### src/rtl/core/nmnf_pkg.sv
// nmnf_pkg: shared types and constants of the neighbour mean noise filter.
// No dependencies; used by every other file of the block.
`default_nettype none
package nmnf_pkg;

	localparam int PIX_W = 8;
	localparam int SUM_W = 12;
	localparam int CFG_DATA_W = 13;
	localparam int CFG_IDX_W = 2;

	typedef logic [PIX_W-1:0] pixel_t;
	typedef logic [SUM_W-1:0] sum_t;

	localparam pixel_t PIX_BLACK = 8'd0;
	localparam pixel_t PIX_WHITE = 8'd255;

	localparam logic [CFG_IDX_W-1:0] REG_IMAGE_WIDTH = 2'd0;
	localparam logic [CFG_IDX_W-1:0] REG_IMAGE_HEIGHT = 2'd1;
	localparam logic [CFG_IDX_W-1:0] REG_WHITE_THR = 2'd2;
	localparam logic [CFG_IDX_W-1:0] REG_BLACK_THR = 2'd3;

	// which neighbour directions of the center lie inside the frame
	typedef struct packed {
		logic top;
		logic bottom;
		logic left;
		logic right;
	} nmnf_edge_t;

endpackage
`default_nettype wire

### src/rtl/core/nmnf_if.sv
// nmnf_if: valid/ready stream interfaces for request and result beats.
// Depends on nmnf_pkg.
`default_nettype none
interface nmnf_req_if import nmnf_pkg::*; ();
	logic valid;
	logic ready;
	logic req_type;
	pixel_t pixel_in;

	modport source (output valid, output req_type, output pixel_in, input ready);
	modport sink (input valid, input req_type, input pixel_in, output ready);
endinterface

interface nmnf_rsp_if import nmnf_pkg::*; ();
	logic valid;
	logic ready;
	pixel_t pixel_out;
	logic frame_end;

	modport source (output valid, output pixel_out, output frame_end, input ready);
	modport sink (input valid, input pixel_out, input frame_end, output ready);
endinterface
`default_nettype wire

### src/rtl/core/nmnf_delay.sv
// nmnf_delay: programmable pixel delay line in a synchronous RAM, advanced per step.
// Read data is prefetched one step ahead; a delay of one uses the previous input.
// Depends on nmnf_pkg.
`default_nettype none
module nmnf_delay import nmnf_pkg::*; #(
	parameter int ADDR_W = 8,
	parameter int DLY_W = 9
) (
	input wire logic clk,
	input wire logic arst_n,
	input wire logic step,
	input wire logic [DLY_W-1:0] delay,
	input wire pixel_t din,
	output pixel_t dout
);

	pixel_t mem [2**ADDR_W];
	logic [ADDR_W-1:0] wp_q;
	logic [ADDR_W-1:0] rd_addr;
	pixel_t rd_q;
	pixel_t last_q;

	assign rd_addr = wp_q + ADDR_W'(1) - delay[ADDR_W-1:0];
	assign dout = (delay == DLY_W'(1)) ? last_q : rd_q;

	always_ff @(posedge clk or negedge arst_n) begin
		if (!arst_n) begin
			wp_q <= '0;
		end else if (step) begin
			wp_q <= wp_q + ADDR_W'(1);
		end
	end

	always_ff @(posedge clk) begin
		if (step) begin
			mem[wp_q] <= din;
			rd_q <= mem[rd_addr];
			last_q <= din;
		end
	end

endmodule
`default_nettype wire

### src/rtl/core/nmnf_window.sv
// nmnf_window: 3x3 neighbourhood registers, masked neighbour sum and the
// salt/pepper decision for the center pixel. Depends on nmnf_pkg.
`default_nettype none
module nmnf_window import nmnf_pkg::*; (
	input wire logic clk,
	input wire logic step,
	input wire pixel_t pixel_in,
	input wire pixel_t raw_dly,
	input wire pixel_t cor_dly,
	input wire nmnf_edge_t edges,
	input wire pixel_t white_thr,
	input wire pixel_t black_thr,
	output pixel_t center_out
);

	// rows: t = above, m = center row, b = below; columns 1..2 left to right,
	// the right column comes straight from the inputs
	pixel_t t1_q, t2_q, m1_q, m2_q, b1_q, b2_q;
	sum_t sum;
	sum_t wt, w_bound, b_bound;
	pixel_t center;
	logic rows3, cols3;

	function automatic sum_t term(input pixel_t v, input logic ok);
		return ok ? {{(SUM_W-PIX_W){1'b0}}, v} : '0;
	endfunction

	always_comb begin
		sum = term(t1_q, edges.top && edges.left) + term(t2_q, edges.top)
			+ term(cor_dly, edges.top && edges.right) + term(m1_q, edges.left)
			+ term(raw_dly, edges.right) + term(b1_q, edges.bottom && edges.left)
			+ term(b2_q, edges.bottom) + term(pixel_in, edges.bottom && edges.right);
		rows3 = edges.top && edges.bottom;
		cols3 = edges.left && edges.right;
		// mean > white  <=>  sum >= (white + 1) * n ; mean < black <=> sum < black * n
		wt = {{(SUM_W-PIX_W){1'b0}}, white_thr} + SUM_W'(1);
		if (rows3 && cols3) begin
			w_bound = wt << 3;
			b_bound = {{(SUM_W-PIX_W){1'b0}}, black_thr} << 3;
		end else if (rows3 || cols3) begin
			w_bound = (wt << 2) + wt;
			b_bound = ({{(SUM_W-PIX_W){1'b0}}, black_thr} << 2)
				+ {{(SUM_W-PIX_W){1'b0}}, black_thr};
		end else begin
			w_bound = (wt << 1) + wt;
			b_bound = ({{(SUM_W-PIX_W){1'b0}}, black_thr} << 1)
				+ {{(SUM_W-PIX_W){1'b0}}, black_thr};
		end
		center = m2_q;
		if (m2_q == PIX_BLACK) begin
			if (sum >= w_bound) center = PIX_WHITE;
		end else if (m2_q == PIX_WHITE) begin
			if (sum < b_bound) center = PIX_BLACK;
		end
	end

	assign center_out = center;

	always_ff @(posedge clk) begin
		if (step) begin
			t1_q <= t2_q;
			t2_q <= cor_dly;
			m1_q <= center;
			m2_q <= raw_dly;
			b1_q <= b2_q;
			b2_q <= pixel_in;
		end
	end

endmodule
`default_nettype wire

### src/rtl/core/neighbour_mean_noise_filter_core.sv
// neighbour_mean_noise_filter_core: 3x3 salt-and-pepper filter on a raster stream.
// Channel req (sink): req_type 0 carries the next pixel of the frame, req_type 1
//   drains one pending output once the whole frame has arrived.
// Channel rsp (source): corrected pixels in raster order; frame_end marks the last.
// Config: cfg_we/cfg_index/cfg_data write width, height, white and black
//   thresholds; writing width or height restarts the frame.
// Pixel p is produced by the beat carrying pixel p+W+1, or by a drain beat at the
//   end of the frame; the result appears on rsp in the cycle after that beat.
// Throughput: one beat per cycle unless rsp stalls. The neighbour sum and decision
//   for a pixel are combinational, fed by two line delays in RAM (raw pixels delayed W
//   steps, corrected pixels delayed W-1 steps) whose read data is fetched a step ahead.
// Reset: counters cleared, config registers at their defaults; line memories need no clearing.
// Stall: the result is held in an output register; while it waits and rsp.ready
//   is low, req.ready is low.
`default_nettype none
module neighbour_mean_noise_filter_core import nmnf_pkg::*; #(
	parameter int MAX_WIDTH = 256,
	parameter int MAX_HEIGHT = 4096
) (
	input wire logic clk,
	input wire logic arst_n,
	nmnf_req_if.sink req,
	nmnf_rsp_if.source rsp,
	input wire logic cfg_we,
	input wire logic [CFG_IDX_W-1:0] cfg_index,
	input wire logic [CFG_DATA_W-1:0] cfg_data
);

	localparam int WW = $clog2(MAX_WIDTH + 1);
	localparam int HW = $clog2(MAX_HEIGHT + 1);
	localparam int CW = $clog2(MAX_WIDTH);
	localparam int AW = $clog2(MAX_WIDTH);
	localparam int W_RST = (MAX_WIDTH < 256) ? MAX_WIDTH : 256;
	localparam int H_RST = (MAX_HEIGHT < 256) ? MAX_HEIGHT : 256;

	logic [WW-1:0] w_q;
	logic [HW-1:0] h_q;
	pixel_t white_q, black_q;
	logic [CW-1:0] in_col_q, out_col_q;
	logic [HW-1:0] in_row_q, out_row_q;
	logic out_valid_q;
	pixel_t pixel_out_q;
	logic frame_end_q;

	logic in_fire, is_pix, complete, started, step, emit, last;
	logic [8:0] cw_val;
	logic [12:0] ch_val;
	nmnf_edge_t edges;
	pixel_t raw_dly, cor_dly, center;

	assign req.ready = !out_valid_q || rsp.ready;
	assign rsp.valid = out_valid_q;
	assign rsp.pixel_out = pixel_out_q;
	assign rsp.frame_end = frame_end_q;

	assign in_fire = req.valid && req.ready;
	assign is_pix = !req.req_type;
	assign complete = (in_row_q == h_q);
	assign started = (in_row_q > HW'(1)) || ((in_row_q == HW'(1)) && (in_col_q != '0));
	assign step = in_fire && (is_pix != complete);
	assign emit = in_fire && ((is_pix && !complete && started) || (!is_pix && complete));
	assign last = (out_row_q == h_q - HW'(1)) && (WW'(out_col_q) == w_q - WW'(1));
	assign cw_val = cfg_data[8:0];
	assign ch_val = cfg_data[12:0];

	assign edges.top = (out_row_q != '0);
	assign edges.bottom = (out_row_q != h_q - HW'(1));
	assign edges.left = (out_col_q != '0);
	assign edges.right = (WW'(out_col_q) != w_q - WW'(1));

	nmnf_delay #(.ADDR_W(AW), .DLY_W(WW)) u_raw_dly (
		.clk(clk),
		.arst_n(arst_n),
		.step(step),
		.delay(w_q),
		.din(req.pixel_in),
		.dout(raw_dly)
	);

	nmnf_delay #(.ADDR_W(AW), .DLY_W(WW)) u_cor_dly (
		.clk(clk),
		.arst_n(arst_n),
		.step(step),
		.delay(w_q - WW'(1)),
		.din(center),
		.dout(cor_dly)
	);

	nmnf_window u_window (
		.clk(clk),
		.step(step),
		.pixel_in(req.pixel_in),
		.raw_dly(raw_dly),
		.cor_dly(cor_dly),
		.edges(edges),
		.white_thr(white_q),
		.black_thr(black_q),
		.center_out(center)
	);

	always_ff @(posedge clk or negedge arst_n) begin
		if (!arst_n) begin
			w_q <= WW'(W_RST);
			h_q <= HW'(H_RST);
			white_q <= 8'd150;
			black_q <= 8'd96;
			in_col_q <= '0;
			in_row_q <= '0;
			out_col_q <= '0;
			out_row_q <= '0;
			out_valid_q <= 1'b0;
		end else begin
			if (step && is_pix) begin
				if (WW'(in_col_q) == w_q - WW'(1)) begin
					in_col_q <= '0;
					in_row_q <= in_row_q + HW'(1);
				end else begin
					in_col_q <= in_col_q + CW'(1);
				end
			end
			if (emit) begin
				if (last) begin
					in_col_q <= '0;
					in_row_q <= '0;
					out_col_q <= '0;
					out_row_q <= '0;
				end else if (WW'(out_col_q) == w_q - WW'(1)) begin
					out_col_q <= '0;
					out_row_q <= out_row_q + HW'(1);
				end else begin
					out_col_q <= out_col_q + CW'(1);
				end
			end
			if (emit) begin
				out_valid_q <= 1'b1;
			end else if (rsp.ready) begin
				out_valid_q <= 1'b0;
			end
			if (cfg_we) begin
				case (cfg_index)
					REG_IMAGE_WIDTH: begin
						if (cw_val < 9'd2) w_q <= WW'(2);
						else if (32'(cw_val) > MAX_WIDTH) w_q <= WW'(MAX_WIDTH);
						else w_q <= WW'(cw_val);
						in_col_q <= '0;
						in_row_q <= '0;
						out_col_q <= '0;
						out_row_q <= '0;
					end
					REG_IMAGE_HEIGHT: begin
						if (ch_val < 13'd2) h_q <= HW'(2);
						else if (32'(ch_val) > MAX_HEIGHT) h_q <= HW'(MAX_HEIGHT);
						else h_q <= HW'(ch_val);
						in_col_q <= '0;
						in_row_q <= '0;
						out_col_q <= '0;
						out_row_q <= '0;
					end
					REG_WHITE_THR: white_q <= cfg_data[7:0];
					REG_BLACK_THR: black_q <= cfg_data[7:0];
					default: ;
				endcase
			end
		end
	end

	always_ff @(posedge clk) begin
		if (emit) begin
			pixel_out_q <= center;
			frame_end_q <= last;
		end
	end

endmodule
`default_nettype wire
### src/flat_wrapper.sv
// flat-port wrapper written by rule: the top's interface ports become plain ports
module neighbour_mean_noise_filter_core_flat import nmnf_pkg::*;
#(
	parameter int MAX_WIDTH = 256,
	parameter int MAX_HEIGHT = 4096
)
  (clk, arst_n, cfg_we, cfg_index, cfg_data, req_valid, req_req_type, req_pixel_in, req_ready, rsp_valid, rsp_pixel_out, rsp_frame_end, rsp_ready);
  nmnf_req_if req_i ();
  nmnf_rsp_if rsp_i ();
  input wire logic clk;
  input wire logic arst_n;
  input wire logic cfg_we;
  input wire logic [CFG_IDX_W-1:0] cfg_index;
  input wire logic [CFG_DATA_W-1:0] cfg_data;
  input wire logic [$bits(req_i.valid)-1:0] req_valid;
  input wire logic [$bits(req_i.req_type)-1:0] req_req_type;
  input wire logic [$bits(req_i.pixel_in)-1:0] req_pixel_in;
  output wire logic [$bits(req_i.ready)-1:0] req_ready;
  output wire logic [$bits(rsp_i.valid)-1:0] rsp_valid;
  output wire logic [$bits(rsp_i.pixel_out)-1:0] rsp_pixel_out;
  output wire logic [$bits(rsp_i.frame_end)-1:0] rsp_frame_end;
  input wire logic [$bits(rsp_i.ready)-1:0] rsp_ready;
  assign req_i.valid = req_valid;
  assign req_i.req_type = req_req_type;
  assign req_i.pixel_in = req_pixel_in;
  assign req_ready = req_i.ready;
  assign rsp_valid = rsp_i.valid;
  assign rsp_pixel_out = rsp_i.pixel_out;
  assign rsp_frame_end = rsp_i.frame_end;
  assign rsp_i.ready = rsp_ready;
  neighbour_mean_noise_filter_core #(.MAX_WIDTH(MAX_WIDTH), .MAX_HEIGHT(MAX_HEIGHT)) u_core (.clk(clk), .arst_n(arst_n), .req(req_i), .rsp(rsp_i), .cfg_we(cfg_we), .cfg_index(cfg_index), .cfg_data(cfg_data));
endmodule
### config.mk
export PLATFORM = sky130hd
export DESIGN_NAME = neighbour_mean_noise_filter_core_flat
export DESIGN_NICKNAME = d
export VERILOG_FILES = /design/src/rtl/core/nmnf_pkg.sv /design/src/rtl/core/nmnf_if.sv /design/src/rtl/core/nmnf_delay.sv /design/src/rtl/core/nmnf_window.sv /design/src/rtl/core/neighbour_mean_noise_filter_core.sv /design/src/flat_wrapper.sv
export SDC_FILE = /design/constraint.sdc
export NUM_CORES = 2
export LEC_CHECK = 0
export BUFFER_PORTS_ARGS = -buffer_cell sky130_fd_sc_hd__buf_2
export CORE_MARGIN = 10
export CORE_UTILIZATION = 33
export CTS_CLUSTER_DIAMETER = 100
export DETAILED_ROUTE_END_ITERATION = 10
export GPL_TIMING_DRIVEN = 0
export SLEW_MARGIN = 20
export SYNTH_ARGS = -nofsm -noshare
export SYNTH_HDL_FRONTEND = slang
export SYNTH_HIERARCHICAL = 1
export SYNTH_SLANG_ARGS = --single-unit
### constraint.sdc
create_clock -name clk -period 28.8 [get_ports clk]
set_clock_uncertainty 0.1 [all_clocks]
set_input_delay 4.32 -clock clk [delete_from_list [all_inputs] [get_ports clk]]
set_output_delay 4.32 -clock clk [all_outputs]
set_load 0.005 [all_outputs]
* Word level (Yosys, flattened, before mapping)
Memory sizes are Yosys's and may differ from the RTL's. A register that Yosys moved wholly into a read port is not among the register bits. Cells that the tools add are included.
Word-level totals: register bits 154, memory bits (writable) 4096, input port bits 29, logic and storage cells 146, memories 2
Memories:
- u_core.u_cor_dly.mem | depth 256, bits a word 8, rd ports 1, clocked after memory_dff 1, write ports 1, RTL line nmnf_delay.sv:17 | pixel_t mem [2**ADDR_W];
- u_core.u_raw_dly.mem | depth 256, bits a word 8, rd ports 1, clocked after memory_dff 1, write ports 1, RTL line nmnf_delay.sv:17
Cells by class: add/subtract/negate cells 22, $lt $le $gt $ge 7, equal/unequal tests 14, multiplexer cells 48, reductions and logical operators 34
Operators by type and width (number):
- $mux W8 | 25
- $mux W13 | 13
- $mux W12 | 4
- $add A12 B8 Y12 | 3
- $add A8 B1 Y8 const B | 4
- $add A13 B1 Y13 const B | 2
- $eq A13 B13 Y1 | 2
- $add A10 B8 Y11 | 2
- $add A9 B8 Y10 | 2
- $eq A8 B9 Y1 | 2
- $eq A9 B1 Y1 const B | 2
- $mux W9 | 2
- $logic_and A1 B1 Y1 | 16
- $reduce_bool A8 Y1 | 2
- $sub A8 B8 Y8 | 2
- $eq A13 B1 Y1 const B | 1
- $gt A13 B1 Y1 const B | 1
- $gt A13 B13 Y1 const B | 1
- $lt A13 B2 Y1 const B | 1
- $ne A13 B13 Y1 | 1
- $reduce_bool A13 Y1 | 1
- $sub A13 B1 Y13 const B | 1
- $add A11 B8 Y12 | 1
- $add A11 B9 Y12 | 1
- other kinds (21) | 33

* Depth between registers and ports, before layout
depth in word-level cells 14, gate-level depth with buffers 34, mapped depth without buffers 32

* Hierarchy
Netlist, hierarchy kept.
Modules (own cells, without submodules):
- nmnf_delay (u_core.u_cor_dly) | instances 1, cells each 3898, area each 80980.2 µm², seq. area each 62179.6 µm²
- nmnf_delay (u_core.u_raw_dly) | instances 1, cells each 3427, area each 80295.8 µm², seq. area each 62179.6 µm²
- nmnf_window | instances 1, cells each 519, area each 5421.4 µm², seq. area each 1441.4 µm²
- neighbour_mean_noise_filter_core | instances 1, cells each 528, area each 5223.8 µm², seq. area each 2307.2 µm²

* Least setup slack after synthesis
Ideal clock, no wire load.
kind input -> register, start point in req_pixel_in[3], end point reg u_core.pixel_out_q[0], in the netlist u_core/rsp.pixel_out[0], data pin, setup time 804 ps, arrival time 11044 ps, data required time 27896 ps, slack 16852 ps, cell stages on the path 21, path through and3_1 > fa_1 > fa_1 > inv_1 > fa_1 > inv_1 > ha_1 > a21oi_1 > nor2b_1 > nor3_1 > nor2_1 > o41ai_1 > xnor2_1 > ha_1 > a22oi_1 > nand2_1 > a21oi_1 > nor3_1 > and4_1 > buf_6 > a21o_1
Between the ends: cells in the longest elaborated chain, start to end 6, elaborated cells between the ends (all ways) 8, those cells by class 1 x add/sub; 2 x order compare; 5 x mux
Ends and longest elaborated chain:
- from (decl) | RTL line flat_wrapper.sv:17 | input wire logic [$bits(req_i.pixel_in)-1:0] req_pixel_in;
- $mux W8 (*) | RTL line nmnf_window.sv:25 | return ok ? {{(SUM_W-PIX_W){1'b0}}, v} : '0;
- $add A12 B8 Y12 (*) | RTL line nmnf_window.sv:32 | + term(b2_q, edges.bottom) + term(pixel_in, edges.bottom && edges.right);
- $lt A12 B12 Y1 | RTL line nmnf_window.sv:53 | if (sum < b_bound) center = PIX_BLACK;
- $mux W8 | RTL line nmnf_window.sv:53
- $mux W8 | RTL line nmnf_window.sv:52 | end else if (m2_q == PIX_WHITE) begin
- $mux W8 (*) | RTL line nmnf_window.sv:50 | if (m2_q == PIX_BLACK) begin
- named net u_core.center[0] | RTL line neighbour_mean_noise_filter_core.sv:49 | pixel_t raw_dly, cor_dly, center;
- to (signal assigned) | RTL line neighbour_mean_noise_filter_core.sv:169 | pixel_out_q <= center;
- to (decl) | RTL line neighbour_mean_noise_filter_core.sv:42 | pixel_t pixel_out_q;
Mark *: on every way through the listed nets, which the timed path passes. The rest lies on a longest branch. A chain may end at the register's enable or synchronous reset.

* Final worst setup path
start point in req_pixel_in[5], end point mem u_core/u_cor_dly/mem[62][4] (netlist name), data pin
Between the ends: cells in the longest elaborated chain, start to end 6, elaborated cells between the ends (all ways) 8, those cells by class 1 x add/sub; 2 x order compare; 5 x mux
Ends and longest elaborated chain (RTL line):
- $mux W8 (*) | nmnf_window.sv:25
- $add A12 B8 Y12 (*) | nmnf_window.sv:32
- $lt A12 B12 Y1 | nmnf_window.sv:53
- $mux W8 | nmnf_window.sv:53
- $mux W8 | nmnf_window.sv:52
- $mux W8 (*) | nmnf_window.sv:50
- named net u_core.center[4] | neighbour_mean_noise_filter_core.sv:49
- to (decl) | nmnf_delay.sv:17
Marks and branches as above.

==> results_dict.tcl <==
set metrics [dict create \
    drtIter0Drc 10876 \
    cp_data_required_time_ps 29340 \
    die_w_um 742 \
    grt.total_usage_pct 16.5 \
    wl_per_cell_um 28.9 \
    gr-total-overflow 0 \
    fin_util_pct 37.9 \
    io_buffers 39 \
    fillCellCount 46772 \
    seq_area_sq_um 128000 \
    fmax_ghz 0.0918 \
    cts_sinks 4282 \
    layout_commonest_cell "edfxtp_1" \
    firstDrtPassIters 6 \
    nNetsFinal 9092 \
    start_util_pct 33.1 \
    setup_ws_ps 17910 \
    hp-class "reg2reg" \
    synthDistinctLibCells 101 \
    period_minus_slack_ps 10890 \
    syn_nets 8552 \
    fin_crit_sh_pct 37.8 \
    die_y_um 742 \
    crit_slowest_cell "fa_1" \
    std_cell_rows 265 \
    drt_drc_violations_left 0 \
    slew_headroom_pct 8.24 \
    ant_nets 0 \
    cts.path.max_buffers 4 \
    die_area_sq_um 550000 \
    cts_setup_buffers 0 \
    dpl.hpwl_um 319000 \
    critical_path_arrival_ps 11430 \
    dpl_cell_area_sq_um 183000 \
    crit_top_cell "buf_16" \
    grt_pass1_vias 88639 \
    syn_area_per_cell_sq_um 20.5 \
    antenna_found_initial 28 \
    path_max_fanout 120 \
    viasPerCell 5.45 \
    finalSetupViolCount 0 \
    tns_ps 0 \
    hold_buffers 0 \
    core_sq_um 520000 \
    hold_viol 0 \
    finalInstanceArea_sq_um 197000 \
    maxSlewViolCount 0 \
    crit_type "in2reg" \
    synthArstFlopShare_pct 2.27 \
    status "finished, final reports clean" \
    seq_area_frac_synth_pct 74.5 \
    cts_tree "done" \
    synth_edf_count 4185 \
    cpPeakStageDelay_ps 570 \
    grt_max_degree 128 \
    tritoncts.num_buffers 425 \
    cp.buffers_inverters 10 \
    gp_congestion 0.878 \
    postCtsResizedCells 0 \
    drv_cap 0 \
    h-tree-depth 5 \
    drive_above_1_share_pct 24.0 \
    vias 88376 \
    clkTransAtPathRegs_ps 60 \
    synth-seq-cells 4282 \
    dp_slack_ps 16990 \
    layout_common_cells "edfxtp_1, mux4_2, nor2_1, clkbuf_16, nand2_1" \
    syn_inst 8372 \
    synthFlopType "edfxtp_1" \
    rsz0062_at_grt "no" \
    io-pin-count 40 \
    multi_input_area_sq_um 41500 \
    tightestPinTransition_ps 1360 \
    syn-cell-area_sq_um 172000 \
    grt_pass1_wl_um 666000 \
    yosysWarnings 6 \
    area_growth_pct 14.5 \
    root_buffer "clkbuf_16" \
    insertion_delay_ps 1000 \
    crit_family "adder cells" \
    startpoint_type "primary input" \
    setup.worst_path.end_class "flop" \
    drt-total-wl_um 469000 \
]
-- cell type report --
class | count | area share [%]
Clock buffer | 514 | 5.65
Sequential cell | 4282 | 65.1
Tap cell | 6942 | 4.41
Clock inverter | 273 | 1.37
Buffer | 474 | 1.14
Timing Repair Buffer | 113 | 1.10
Multi-Input combinational cell | 3515 | 21.1
Antenna cell | 14 | 0.0178
Inverter | 101 | 0.193
-- routing by layer --
| layer | vias up | GRT usage, % | wire, um |
|---|---|---|---|
| met5 | - | 0 | 114 |
| met2 | 4348 | 26.5 | 222000 |
| met3 | 877 | 3.40 | 42400 |
| met4 | 10 | 6.33 | 20500 |
| li1 | 35581 | - | - |
| met1 | 47560 | 22.2 | 185000 |
-- cell families (layout without fill, tap and decap cells) --
logic type / after synthesis / count (layout) / synth area share (%)
compound gates: 381 / 381 / 1.72
mux: 1352 / 1352 / 16.3
fa+ha+maj: 151 / 151 / 1.33
flops: 4282 / 4282 / 74.5
other cells: 0 / 14 / 0
buf+inv: 575 / 1475 / 1.49
xor+xnor: 152 / 152 / 0.807
simple gates: 1479 / 1479 / 3.88
-- path summary, 6_finish.rpt --
kind	start	endpoint	slack, ps	cells past startpoint
setup / recovery	req_pixel_in[5]	u_core/u_cor_dly/mem[62][4]	17910	26
hold / removal	u_core/u_window/b2_q[1]	u_core/u_window/b1_q[1]	350	0
setup reg to reg	u_core/w_q[0]	u_core/u_cor_dly/mem[62][4]	18370	33
hold reg to reg	u_core/u_window/b2_q[1]	u_core/u_window/b1_q[1]	350	0
max in group asynchronous	arst_n	u_core/black_q[5]	24660	2
min in group asynchronous	arst_n	u_core/u_cor_dly/wp_q[2]	3170	1
-- sequential cells by signal, indices dropped and copies added, names as in the netlist, 9 cells and up --
register              count
u_core/out_row_q         13
u_core/w_q                9
u_core/in_row_q          13
u_core/u_cor_dly/mem   2048
u_core/u_raw_dly/mem   2048
u_core/h_q               13
-- per-stage QoR --
| step | hold WS (ps) | cells |
|---|---|---|
| final | 349 | 16228 |
| after global routing | 359 | 16215 |
| after CTS | 350 | 16214 |
| after detailed placement | 335 | 15427 |
| after global placement | 327 | 15353 |
| after floorplan | 318 | 8372 |
-- cell usage after synthesis, types with 45 or more instances --
cell type  instances  share of area (%)
xor2_1            59               0.30
xnor2_1           89               0.45
ha_1              98               0.71
mux2i_1          172                1.0
nand2_1          429               0.94
dfrtp_1           89                1.3
nand3_1          160               0.47
nor2_1           579                1.3
inv_1            101               0.22
a32oi_1           59               0.30
clkbuf_1         227               0.50
edfxtp_1        4185                 73
buf_4             47               0.21
fa_1              53               0.62
nor3_1            60               0.17
buf_2            148               0.43
buf_1             45              0.098
mux4_2          1149                 15
Power is left out: the tool's default activity adds up to more than one toggle a clock period on the data nets, which glitch-free logic cannot reach.
